## src/rtl/core/sfcd_pkg.sv

```systemverilog
// ----------------------------------------------------------------------------
// sfcd_pkg
// Shared types, register indexes, event codes and the CRC-16 byte update
// for the framed CRC-16 deframer.
// ----------------------------------------------------------------------------
package sfcd_pkg;

    localparam int MAX_PAYLOAD_DEF = 1024;

    localparam logic [15:0] CRC_POLY = 16'h1021;

    // configuration register indexes
    localparam logic [7:0] REG_SYNC_FIRST       = 8'd0;
    localparam logic [7:0] REG_SYNC_SECOND      = 8'd1;
    localparam logic [7:0] REG_VERSION_EXPECTED = 8'd2;
    localparam logic [7:0] REG_CRC_INIT         = 8'd3;
    localparam logic [7:0] REG_TYPE_CODE_A      = 8'd4;
    localparam logic [7:0] REG_TYPE_CODE_B      = 8'd5;

    // reset values of the configuration registers
    localparam logic [7:0]  SYNC_FIRST_RST       = 8'hA5;
    localparam logic [7:0]  SYNC_SECOND_RST      = 8'h5A;
    localparam logic [7:0]  VERSION_EXPECTED_RST = 8'h01;
    localparam logic [15:0] CRC_INIT_RST         = 16'hFFFF;
    localparam logic [7:0]  TYPE_CODE_A_RST      = 8'h01;
    localparam logic [7:0]  TYPE_CODE_B_RST      = 8'h02;

    // frame result codes
    localparam logic [2:0] EV_NONE        = 3'd0;
    localparam logic [2:0] EV_HDR_REJECT  = 3'd1;
    localparam logic [2:0] EV_CRC_ERROR   = 3'd2;
    localparam logic [2:0] EV_GOOD_KNOWN  = 3'd3;
    localparam logic [2:0] EV_GOOD_UNKNWN = 3'd4;

    localparam logic [10:0] FRAME_LEN_SAT = 11'd2047;

    typedef struct packed {
        logic [7:0]  sync_first;
        logic [7:0]  sync_second;
        logic [7:0]  version_expected;
        logic [15:0] crc_init;
        logic [7:0]  type_code_a;
        logic [7:0]  type_code_b;
    } cfg_t;

    // input register contents handed to the parser
    typedef struct packed {
        logic       valid;
        logic [7:0] data;
    } in_req_t;

    // msb-first crc-16 over one byte, eight shift steps unrolled
    function automatic logic [15:0] crc16_byte(input logic [15:0] crc,
                                               input logic [7:0]  b);
        logic [15:0] c;
        c = crc ^ {b, 8'h00};
        for (int k = 0; k < 8; k++)
        begin
            if (c[15])
                c = {c[14:0], 1'b0} ^ CRC_POLY;
            else
                c = {c[14:0], 1'b0};
        end
        return c;
    endfunction

endpackage

```

## src/rtl/core/sync_framed_crc16_deframer_unit.sv

```systemverilog
// ----------------------------------------------------------------------------
// sync_framed_crc16_deframer_unit - framed crc-16 packet deframer
// Path from input request to result: input register, then result register.
// Throughput: 1 byte per cycle when out_stall is low; the byte-wide crc
// update and the step sit between the input and result registers
// Reset: async rst_n clears state, counters, config to defaults
// ----------------------------------------------------------------------------
module sync_framed_crc16_deframer_unit
    import sfcd_pkg::*;
#(
    parameter int MAX_PAYLOAD = MAX_PAYLOAD_DEF
)
(
    input  logic         clk,
    input  logic         rst_n,
    input  logic         cfg_valid,
    output logic         cfg_ready,
    input  logic [7:0]   cfg_index,
    input  logic [15:0]  cfg_data,
    input  logic         in_valid,
    output logic         in_stall,
    input  logic [7:0]   data_byte,
    output logic         out_valid,
    input  logic         out_stall,
    output logic         payload_valid,
    output logic [7:0]   payload_data,
    output logic [9:0]   payload_index,
    output logic [2:0]   frame_event,
    output logic [7:0]   frame_type,
    output logic [10:0]  frame_length,
    output logic [31:0]  good_frame_count,
    output logic [31:0]  crc_error_count,
    output logic [31:0]  bad_frame_count,
    output logic [2:0]   parser_phase
);

    cfg_t    cfg;
    in_req_t req;
    logic    advance;

    sfcd_cfg_regs u_cfg_regs (
        .clk       (clk),
        .rst_n     (rst_n),
        .cfg_valid (cfg_valid),
        .cfg_ready (cfg_ready),
        .cfg_index (cfg_index),
        .cfg_data  (cfg_data),
        .cfg       (cfg)
    );

    sfcd_in_stage u_in_stage (
        .clk       (clk),
        .rst_n     (rst_n),
        .in_valid  (in_valid),
        .in_stall  (in_stall),
        .data_byte (data_byte),
        .advance   (advance),
        .req       (req)
    );

    sfcd_parser #(
        .MAX_PAYLOAD (MAX_PAYLOAD)
    ) u_parser (
        .clk              (clk),
        .rst_n            (rst_n),
        .cfg              (cfg),
        .req              (req),
        .advance          (advance),
        .out_valid        (out_valid),
        .out_stall        (out_stall),
        .payload_valid    (payload_valid),
        .payload_data     (payload_data),
        .payload_index    (payload_index),
        .frame_event      (frame_event),
        .frame_type       (frame_type),
        .frame_length     (frame_length),
        .good_frame_count (good_frame_count),
        .crc_error_count  (crc_error_count),
        .bad_frame_count  (bad_frame_count),
        .parser_phase     (parser_phase)
    );

endmodule

```

## src/rtl/core/sfcd_cfg_regs.sv

```systemverilog
// ----------------------------------------------------------------------------
// sfcd_cfg_regs
// Configuration register file: sync bytes, expected version, crc start
// value and the two known type codes.
// ----------------------------------------------------------------------------
module sfcd_cfg_regs
    import sfcd_pkg::*;
(
    input  logic        clk,
    input  logic        rst_n,
    input  logic        cfg_valid,
    output logic        cfg_ready,
    input  logic [7:0]  cfg_index,
    input  logic [15:0] cfg_data,
    output cfg_t        cfg
);

    cfg_t cfg_reg;
    cfg_t cfg_next;

    assign cfg_ready = 1'b1;
    assign cfg       = cfg_reg;

    always_comb
    begin
        cfg_next = cfg_reg;
        if (cfg_valid)
        begin
            unique case (cfg_index)
                REG_SYNC_FIRST:       cfg_next.sync_first       = cfg_data[7:0];
                REG_SYNC_SECOND:      cfg_next.sync_second      = cfg_data[7:0];
                REG_VERSION_EXPECTED: cfg_next.version_expected = cfg_data[7:0];
                REG_CRC_INIT:         cfg_next.crc_init         = cfg_data;
                REG_TYPE_CODE_A:      cfg_next.type_code_a      = cfg_data[7:0];
                REG_TYPE_CODE_B:      cfg_next.type_code_b      = cfg_data[7:0];
                default:              cfg_next = cfg_reg;
            endcase
        end
    end

    always_ff @(posedge clk or negedge rst_n)
    begin
        if (!rst_n)
        begin
            cfg_reg.sync_first       <= SYNC_FIRST_RST;
            cfg_reg.sync_second      <= SYNC_SECOND_RST;
            cfg_reg.version_expected <= VERSION_EXPECTED_RST;
            cfg_reg.crc_init         <= CRC_INIT_RST;
            cfg_reg.type_code_a      <= TYPE_CODE_A_RST;
            cfg_reg.type_code_b      <= TYPE_CODE_B_RST;
        end
        else
        begin
            cfg_reg <= cfg_next;
        end
    end

endmodule

```

## src/rtl/core/sfcd_in_stage.sv

```systemverilog
// ----------------------------------------------------------------------------
// sfcd_in_stage
// Input register for received bytes; holds a request while the parser
// cannot advance.
// ----------------------------------------------------------------------------
module sfcd_in_stage
    import sfcd_pkg::*;
(
    input  logic       clk,
    input  logic       rst_n,
    input  logic       in_valid,
    output logic       in_stall,
    input  logic [7:0] data_byte,
    input  logic       advance,
    output in_req_t    req
);

    logic       valid_reg;
    logic       valid_next;
    logic [7:0] data_reg;
    logic       accept;

    assign in_stall = valid_reg && !advance;
    assign accept   = in_valid && !in_stall;
    assign req      = '{valid: valid_reg, data: data_reg};

    // an empty register takes a request even while the result side is stalled
    always_comb
    begin
        valid_next = valid_reg;
        if (advance || !valid_reg)
            valid_next = accept;
    end

    always_ff @(posedge clk or negedge rst_n)
    begin
        if (!rst_n)
            valid_reg <= 1'b0;
        else
            valid_reg <= valid_next;
    end

    always_ff @(posedge clk)
    begin
        if (accept)
            data_reg <= data_byte;
    end

endmodule

```

## src/rtl/core/sfcd_parser.sv

```systemverilog
// ----------------------------------------------------------------------------
// sfcd_parser
// Frame state machine: sync hunt, header capture, payload forwarding,
// crc check, frame counters and the result register.
// ----------------------------------------------------------------------------
module sfcd_parser
    import sfcd_pkg::*;
#(
    parameter int MAX_PAYLOAD = MAX_PAYLOAD_DEF
)
(
    input  logic         clk,
    input  logic         rst_n,
    input  cfg_t         cfg,
    input  in_req_t      req,
    output logic         advance,
    output logic         out_valid,
    input  logic         out_stall,
    output logic         payload_valid,
    output logic [7:0]   payload_data,
    output logic [9:0]   payload_index,
    output logic [2:0]   frame_event,
    output logic [7:0]   frame_type,
    output logic [10:0]  frame_length,
    output logic [31:0]  good_frame_count,
    output logic [31:0]  crc_error_count,
    output logic [31:0]  bad_frame_count,
    output logic [2:0]   parser_phase
);

    localparam int CNT_RAW = $clog2(MAX_PAYLOAD + 1);
    localparam int CNT_W   = (CNT_RAW < 2) ? 2 : CNT_RAW;
    localparam logic [15:0] MAX_LEN = 16'(MAX_PAYLOAD);

    typedef enum logic [2:0] {
        PH_SYNC1   = 3'd0,
        PH_SYNC2   = 3'd1,
        PH_HEADER  = 3'd2,
        PH_PAYLOAD = 3'd3,
        PH_CRC     = 3'd4
    } phase_t;

    phase_t            phase_reg,   phase_next;
    logic [CNT_W-1:0]  cnt_reg,     cnt_next;
    logic [7:0]        ver_reg,     ver_next;
    logic [7:0]        type_reg,    type_next;
    logic [15:0]       len_reg,     len_next;
    logic [15:0]       crc_reg,     crc_next;
    logic [7:0]        crc_lo_reg,  crc_lo_next;
    logic [31:0]       good_reg,    good_next;
    logic [31:0]       crcerr_reg,  crcerr_next;
    logic [31:0]       bad_reg,     bad_next;

    logic              out_valid_reg, out_valid_next;
    logic              pv_reg;
    logic [7:0]        pd_reg;
    logic [9:0]        pi_reg;
    logic [2:0]        ev_reg;

    logic              pv;
    logic [7:0]        pd;
    logic [9:0]        pi;
    logic [2:0]        ev;
    logic              fire;
    logic [7:0]        b;
    logic [15:0]       crc_upd;
    logic [16:0]       cnt_inc;
    logic [15:0]       cnt_ext;
    logic [15:0]       want;

    assign advance = !out_valid_reg || !out_stall;
    assign fire    = req.valid && advance;
    assign b       = req.data;
    assign crc_upd = crc16_byte(crc_reg, b);
    assign cnt_inc = 17'(cnt_reg) + 17'd1;
    assign cnt_ext = 16'(cnt_reg);
    assign want    = {b, crc_lo_reg};

    always_comb
    begin
        phase_next  = phase_reg;
        cnt_next    = cnt_reg;
        ver_next    = ver_reg;
        type_next   = type_reg;
        len_next    = len_reg;
        crc_next    = crc_reg;
        crc_lo_next = crc_lo_reg;
        good_next   = good_reg;
        crcerr_next = crcerr_reg;
        bad_next    = bad_reg;
        pv          = 1'b0;
        pd          = 8'd0;
        pi          = 10'd0;
        ev          = EV_NONE;

        unique case (phase_reg)
            PH_SYNC2:
            begin
                // sync_second is tested first so equal sync bytes start a frame
                if (b == cfg.sync_second)
                begin
                    phase_next = PH_HEADER;
                    cnt_next   = '0;
                    ver_next   = 8'd0;
                    type_next  = 8'd0;
                    len_next   = 16'd0;
                    crc_next   = cfg.crc_init;
                end
                else if (b != cfg.sync_first)
                begin
                    phase_next = PH_SYNC1;
                end
            end
            PH_HEADER:
            begin
                crc_next = crc_upd;
                priority if (cnt_reg == CNT_W'(0))
                    ver_next = b;
                else if (cnt_reg == CNT_W'(1))
                    type_next = b;
                else if (cnt_reg == CNT_W'(2))
                    len_next = {len_reg[15:8], b};
                else
                    len_next = {b, len_reg[7:0]};

                if (cnt_reg == CNT_W'(3))
                begin
                    cnt_next = '0;
                    if (ver_reg != cfg.version_expected || len_next > MAX_LEN)
                    begin
                        bad_next   = bad_reg + 32'd1;
                        ev         = EV_HDR_REJECT;
                        phase_next = PH_SYNC1;
                    end
                    else if (len_next != 16'd0)
                    begin
                        phase_next = PH_PAYLOAD;
                    end
                    else
                    begin
                        phase_next = PH_CRC;
                    end
                end
                else
                begin
                    cnt_next = cnt_inc[CNT_W-1:0];
                end
            end
            PH_PAYLOAD:
            begin
                crc_next = crc_upd;
                pv       = 1'b1;
                pd       = b;
                pi       = cnt_ext[9:0];
                if (cnt_inc >= {1'b0, len_reg})
                begin
                    cnt_next   = '0;
                    phase_next = PH_CRC;
                end
                else
                begin
                    cnt_next = cnt_inc[CNT_W-1:0];
                end
            end
            PH_CRC:
            begin
                if (cnt_reg == CNT_W'(0))
                begin
                    crc_lo_next = b;
                    cnt_next    = CNT_W'(1);
                end
                else
                begin
                    cnt_next   = '0;
                    phase_next = PH_SYNC1;
                    if (want != crc_reg)
                    begin
                        crcerr_next = crcerr_reg + 32'd1;
                        ev          = EV_CRC_ERROR;
                    end
                    else
                    begin
                        good_next = good_reg + 32'd1;
                        if (type_reg == cfg.type_code_a || type_reg == cfg.type_code_b)
                        begin
                            ev = EV_GOOD_KNOWN;
                        end
                        else
                        begin
                            bad_next = bad_reg + 32'd1;
                            ev       = EV_GOOD_UNKNWN;
                        end
                    end
                end
            end
            default:
            begin
                phase_next = (b == cfg.sync_first) ? PH_SYNC2 : PH_SYNC1;
            end
        endcase
    end

    always_comb
    begin
        out_valid_next = out_valid_reg;
        if (advance)
            out_valid_next = req.valid;
    end

    always_ff @(posedge clk or negedge rst_n)
    begin
        if (!rst_n)
        begin
            phase_reg     <= PH_SYNC1;
            cnt_reg       <= '0;
            ver_reg       <= 8'd0;
            type_reg      <= 8'd0;
            len_reg       <= 16'd0;
            crc_reg       <= 16'd0;
            crc_lo_reg    <= 8'd0;
            good_reg      <= 32'd0;
            crcerr_reg    <= 32'd0;
            bad_reg       <= 32'd0;
            out_valid_reg <= 1'b0;
        end
        else
        begin
            out_valid_reg <= out_valid_next;
            if (fire)
            begin
                phase_reg  <= phase_next;
                cnt_reg    <= cnt_next;
                ver_reg    <= ver_next;
                type_reg   <= type_next;
                len_reg    <= len_next;
                crc_reg    <= crc_next;
                crc_lo_reg <= crc_lo_next;
                good_reg   <= good_next;
                crcerr_reg <= crcerr_next;
                bad_reg    <= bad_next;
            end
        end
    end

    always_ff @(posedge clk)
    begin
        if (fire)
        begin
            pv_reg <= pv;
            pd_reg <= pd;
            pi_reg <= pi;
            ev_reg <= ev;
        end
    end

    // frame state only moves with a request, so it doubles as result fields
    assign out_valid        = out_valid_reg;
    assign payload_valid    = pv_reg;
    assign payload_data     = pd_reg;
    assign payload_index    = pi_reg;
    assign frame_event      = ev_reg;
    assign frame_type       = type_reg;
    assign frame_length     = (len_reg > 16'(FRAME_LEN_SAT)) ? FRAME_LEN_SAT : len_reg[10:0];
    assign good_frame_count = good_reg;
    assign crc_error_count  = crcerr_reg;
    assign bad_frame_count  = bad_reg;
    assign parser_phase     = phase_reg;

endmodule
```

## config.mk

```make
export PLATFORM = sky130hd
export DESIGN_NAME = sync_framed_crc16_deframer_unit
export DESIGN_NICKNAME = d
export VERILOG_FILES = /design/src/rtl/core/sfcd_pkg.sv /design/src/rtl/core/sync_framed_crc16_deframer_unit.sv /design/src/rtl/core/sfcd_cfg_regs.sv /design/src/rtl/core/sfcd_in_stage.sv /design/src/rtl/core/sfcd_parser.sv
export SDC_FILE = /design/constraint.sdc
export NUM_CORES = 1
export LEC_CHECK = 0
export BUFFER_PORTS_ARGS = -buffer_cell sky130_fd_sc_hd__buf_2
export CELL_PAD_IN_SITES_DETAIL_PLACEMENT = 0
export CELL_PAD_IN_SITES_GLOBAL_PLACEMENT = 1
export CORE_AREA = 3 3 181 183
export CTS_CLUSTER_SIZE = 25
export DETAILED_ROUTE_END_ITERATION = 7
export DIE_AREA = 0 0 184 186
export HOLD_SLACK_MARGIN = 0.05
export PLACE_DENSITY_LB_ADDON = 0.15
export SLEW_MARGIN = 20
export SYNTH_ARGS = -nofsm -noshare
export SYNTH_HDL_FRONTEND = slang
export SYNTH_SLANG_ARGS = --single-unit
```

## constraint.sdc

```tcl
create_clock -name clk -period 4.2 [get_ports clk]
set_input_delay 0.84 -clock clk [delete_from_list [all_inputs] [get_ports clk]]
set_output_delay 0.84 -clock clk [all_outputs]
set_load 0.01 [all_outputs]
```

==> impl_metrics.sql <==
INSERT INTO impl_metrics (metric_group, metric, value, unit) VALUES
('layout', 'area_growth', '18.4', '%'),
('cts', 'cts_inserted_buffers', '30', ''),
('cts', 'post_cts_buffers', '0', ''),
('floorplan', 'die_area', '0.0342', 'mm^2'),
('worst_setup_path', 'end_kind', 'flop', ''),
('layout', 'register_area', '0.00654', 'mm^2'),
('min_path', 'timing.hold.worst.class', 'primary input to asynchronous set/reset pin', ''),
('cts', 'post_cts_resized', '0', ''),
('worst_setup_path', 'worst-setup-path-type', 'flop to flop', ''),
('synth', 'synth-main-ff-cell', 'dfrtp_1', ''),
('power_and_ir_drop', 'p_leak', '7.14', 'nW'),
('timing', 'fin_crit_sh', '87.4', '%'),
('timing', 'maxClockFrequency', '272', 'MHz'),
('layout', 'layout.filler_cells', '2980', ''),
('timing', 'number_of_setup_violations_in_the_final_report', '0', ''),
('placement', 'port_buffers', '178', ''),
('outcome', 'status', 'finished clean', ''),
('power_and_ir_drop', 'power-per-cell-area', '509', 'mW/mm^2'),
('timing', 'timing.slew.headroom', '36.0', '%'),
('routing', 'route.detailed.vias_per_inst', '5.21', ''),
('floorplan', 'floorplan.io_pins', '180', ''),
('layout', 'max_reg_flops', '56', ''),
('floorplan', 'starting_density_of_the_core', '39.5', '%'),
('synth', 'mappedNetlistNets', '1159', ''),
('global_route', 'grt_pass1_wl', '50100', 'um'),
('worst_setup_path', 'crit_required', '4600', 'ps'),
('worst_setup_path', 'critical_path.max_fanout', '7', ''),
('routing', 'drt_first_pass_iters', '4', ''),
('timing', 'drv_slew', '0', ''),
('layout', 'post_route_cells_drive_above_1_share', '28.2', '%'),
('synth', 'share_of_flip_flops_with_an_asynchronous_set_or_reset', '88.2', '%'),
('global_route', 'grt_start_max_net_pins', '88', ''),
('timing', 'rsz0062_at_grt', 'no', ''),
('layout', 'utilization', '46.8', '%'),
('synth', 'yosysUniqueCellTypes', '66', ''),
('routing', 'route.vias.total', '8919', ''),
('cts', 'cts_hold_buffers', '0', ''),
('synth', 'synth-edff-count', '30', ''),
('floorplan', 'die_w', '184', 'um'),
('synth', 'synth_cells', '1103', ''),
('synth', 'syn-mean-instance-area', '11.3', 'um^2'),
('worst_setup_path', 'critical-path-slowest-cell', 'dfrtp_1', ''),
('synth', 'synth.largest_area_cell', 'dfrtp_1', ''),
('routing', 'wl_per_cell', '18.5', 'um'),
('synth', 'ys_seq_area_share', '52.7', '%'),
('cts', 'cts.root.buffer_cell', 'clkbuf_16', ''),
('global_route', 'global_route.overflow_total', '0', ''),
('global_route', 'grt_use_total', '18.4', '%'),
('timing', 'finalSetupTns', '0', 'ps'),
('synth', 'ys.warnings.count', '0', ''),
('floorplan', 'die_h', '186', 'um'),
('worst_setup_path', 'cp_data_arrival_time', '4080', 'ps'),
('placement', 'gp_congestion', '0.814', ''),
('power_and_ir_drop', 'peakVddDrop', '0.342', 'mV'),
('global_route', 'initial_antenna_violation_count', '0', ''),
('worst_setup_path', 'critical_path.reg2reg.startpoint', 'u_parser.cnt_reg[0]$_DFFE_PN0P_', ''),
('floorplan', 'area_of_the_core_region', '0.0314', 'mm^2'),
('synth', 'syn_area', '0.0124', 'mm^2'),
('routing', 'drtIter0Drc', '551', ''),
('cts', 'cts.sink_count', '254', ''),
('layout', 'area_of_all_placed_cells_without_fillers', '0.0147', 'mm^2'),
('worst_setup_path', 'slowest_delay', '450', 'ps'),
('worst_setup_path', 'worstPathCellList', 'ha_1, nand3_1, nor2_1, nand3_1, xnor2_1, ha_1, a21oi_1, nor2_1, a2111oi_0, o31ai_1, and3_1, a32oi_1, o221ai_1', ''),
('layout', 'multi_input_area', '0.00554', 'mm^2'),
('synth', 'netlist.area_leader.share', '39.7', '%'),
('placement', 'dpl.hpwl', '22600', 'um'),
('routing', 'postRouteWirelength', '31700', 'um'),
('timing', 'post-route-min-period', '3670', 'ps'),
('routing', 'route.detailed.drc', '0', ''),
('timing', 'tightestPinTransition', '956', 'ps'),
('cts', 'cts_tree', 'built', '');
==> kinds of logic after synthesis <==
kind of cell	after synthesis	share of synthesized area, %
xor+xnor	174	12.3
mux	97	8.71
flops	254	52.7
compound gates	97	5.41
buf+inv	77	2.71
simple gates	384	16.2
fa+ha+maj	19	1.91
other cells	1	0.0302
==> layer usage <==
layer | GRT usage (%) | vias to the layer above | wire length, um
met5 | 0 | - | 0
met4 | 4.05 | 0 | 697
met3 | 3.73 | 45 | 1750
met2 | 29.5 | 235 | 14200
met1 | 26.0 | 4372 | 15000
li1 | - | 4267 | -
==> worst max-delay path, delay by kind of cell, from the launching register on <==
| kind | cells | cell delay [ps] |
|---|---|---|
| compound gates | 5 | 1130 |
| fa+ha+maj | 2 | 650 |
| simple gates | 5 | 1120 |
| xor+xnor | 1 | 170 |
| flops | 1 | 450 |
==> synthesized netlist by cell type, types with 30 or more instances <==
cell type    n
dfrtp_1    197
edfxtp_1    30
nor3_1      36
xor2_1      87
xnor2_1     86
mux2_2      84
nand4_1     39
clkbuf_1    31
and3_1      38
nand2_1     86
nand3_1     51
nor2_1      65
==> area by class of cell <==
| type | instances | share of cell area [%] |
|---|---|---|
| Clock buffer | 52 | 6.08 |
| Clock inverter | 4 | 0.213 |
| Inverter | 28 | 0.715 |
| Multi-Input combinational cell | 772 | 37.7 |
| Sequential cell | 254 | 44.5 |
| Tap cell | 402 | 3.42 |
| Timing Repair Buffer | 200 | 7.42 |
==> path summary, 6_finish.rpt <==
check	to	slack, ps	cells after the start
worst min register to register	u_parser.bad_frame_count[31]$_DFFE_PN0P_	460	1
min in group clk	u_parser.bad_frame_count[31]$_DFFE_PN0P_	460	1
worst min-delay path	u_parser.bad_frame_count[29]$_DFFE_PN0P_	280	1
max in group asynchronous	u_parser.good_frame_count[26]$_DFFE_PN0P_	2970	2
worst max register to register	u_parser.parser_phase[0]$_DFFE_PN0P_	530	13
worst max-delay path	u_parser.parser_phase[0]$_DFFE_PN0P_	530	13
==> stage by stage <==
step           cells  hold slack (ps)  setup slack [ps]
3_5_place_dp    1656              459               563
4_1_cts         1712              306               554
5_1_grt         1712              315               130
2_1_floorplan   1103              456               727
6_report        1712              278               528
3_3_place_gp    1656              452               641
==> power breakdown <==
group	leakage, nW	internal, mW	switching [mW]
Combinational	3.44	0.860	1.13
Sequential	3.24	2.79	0.266
Clock	0.450	1.43	1.01
==> layout by cell type (no fill, tap or decap), types with 38 or more instances in the layout <==
cell type | synthesis | final
xor2_1 | 87 | 87
buf_2 | 9 | 177
nor2_1 | 65 | 65
nand2_1 | 86 | 86
nand3_1 | 51 | 51
nand4_1 | 39 | 39
xnor2_1 | 86 | 86
dfrtp_1 | 197 | 197
mux2_2 | 84 | 84
and3_1 | 38 | 38
Power figures use the tool's default switching activity.
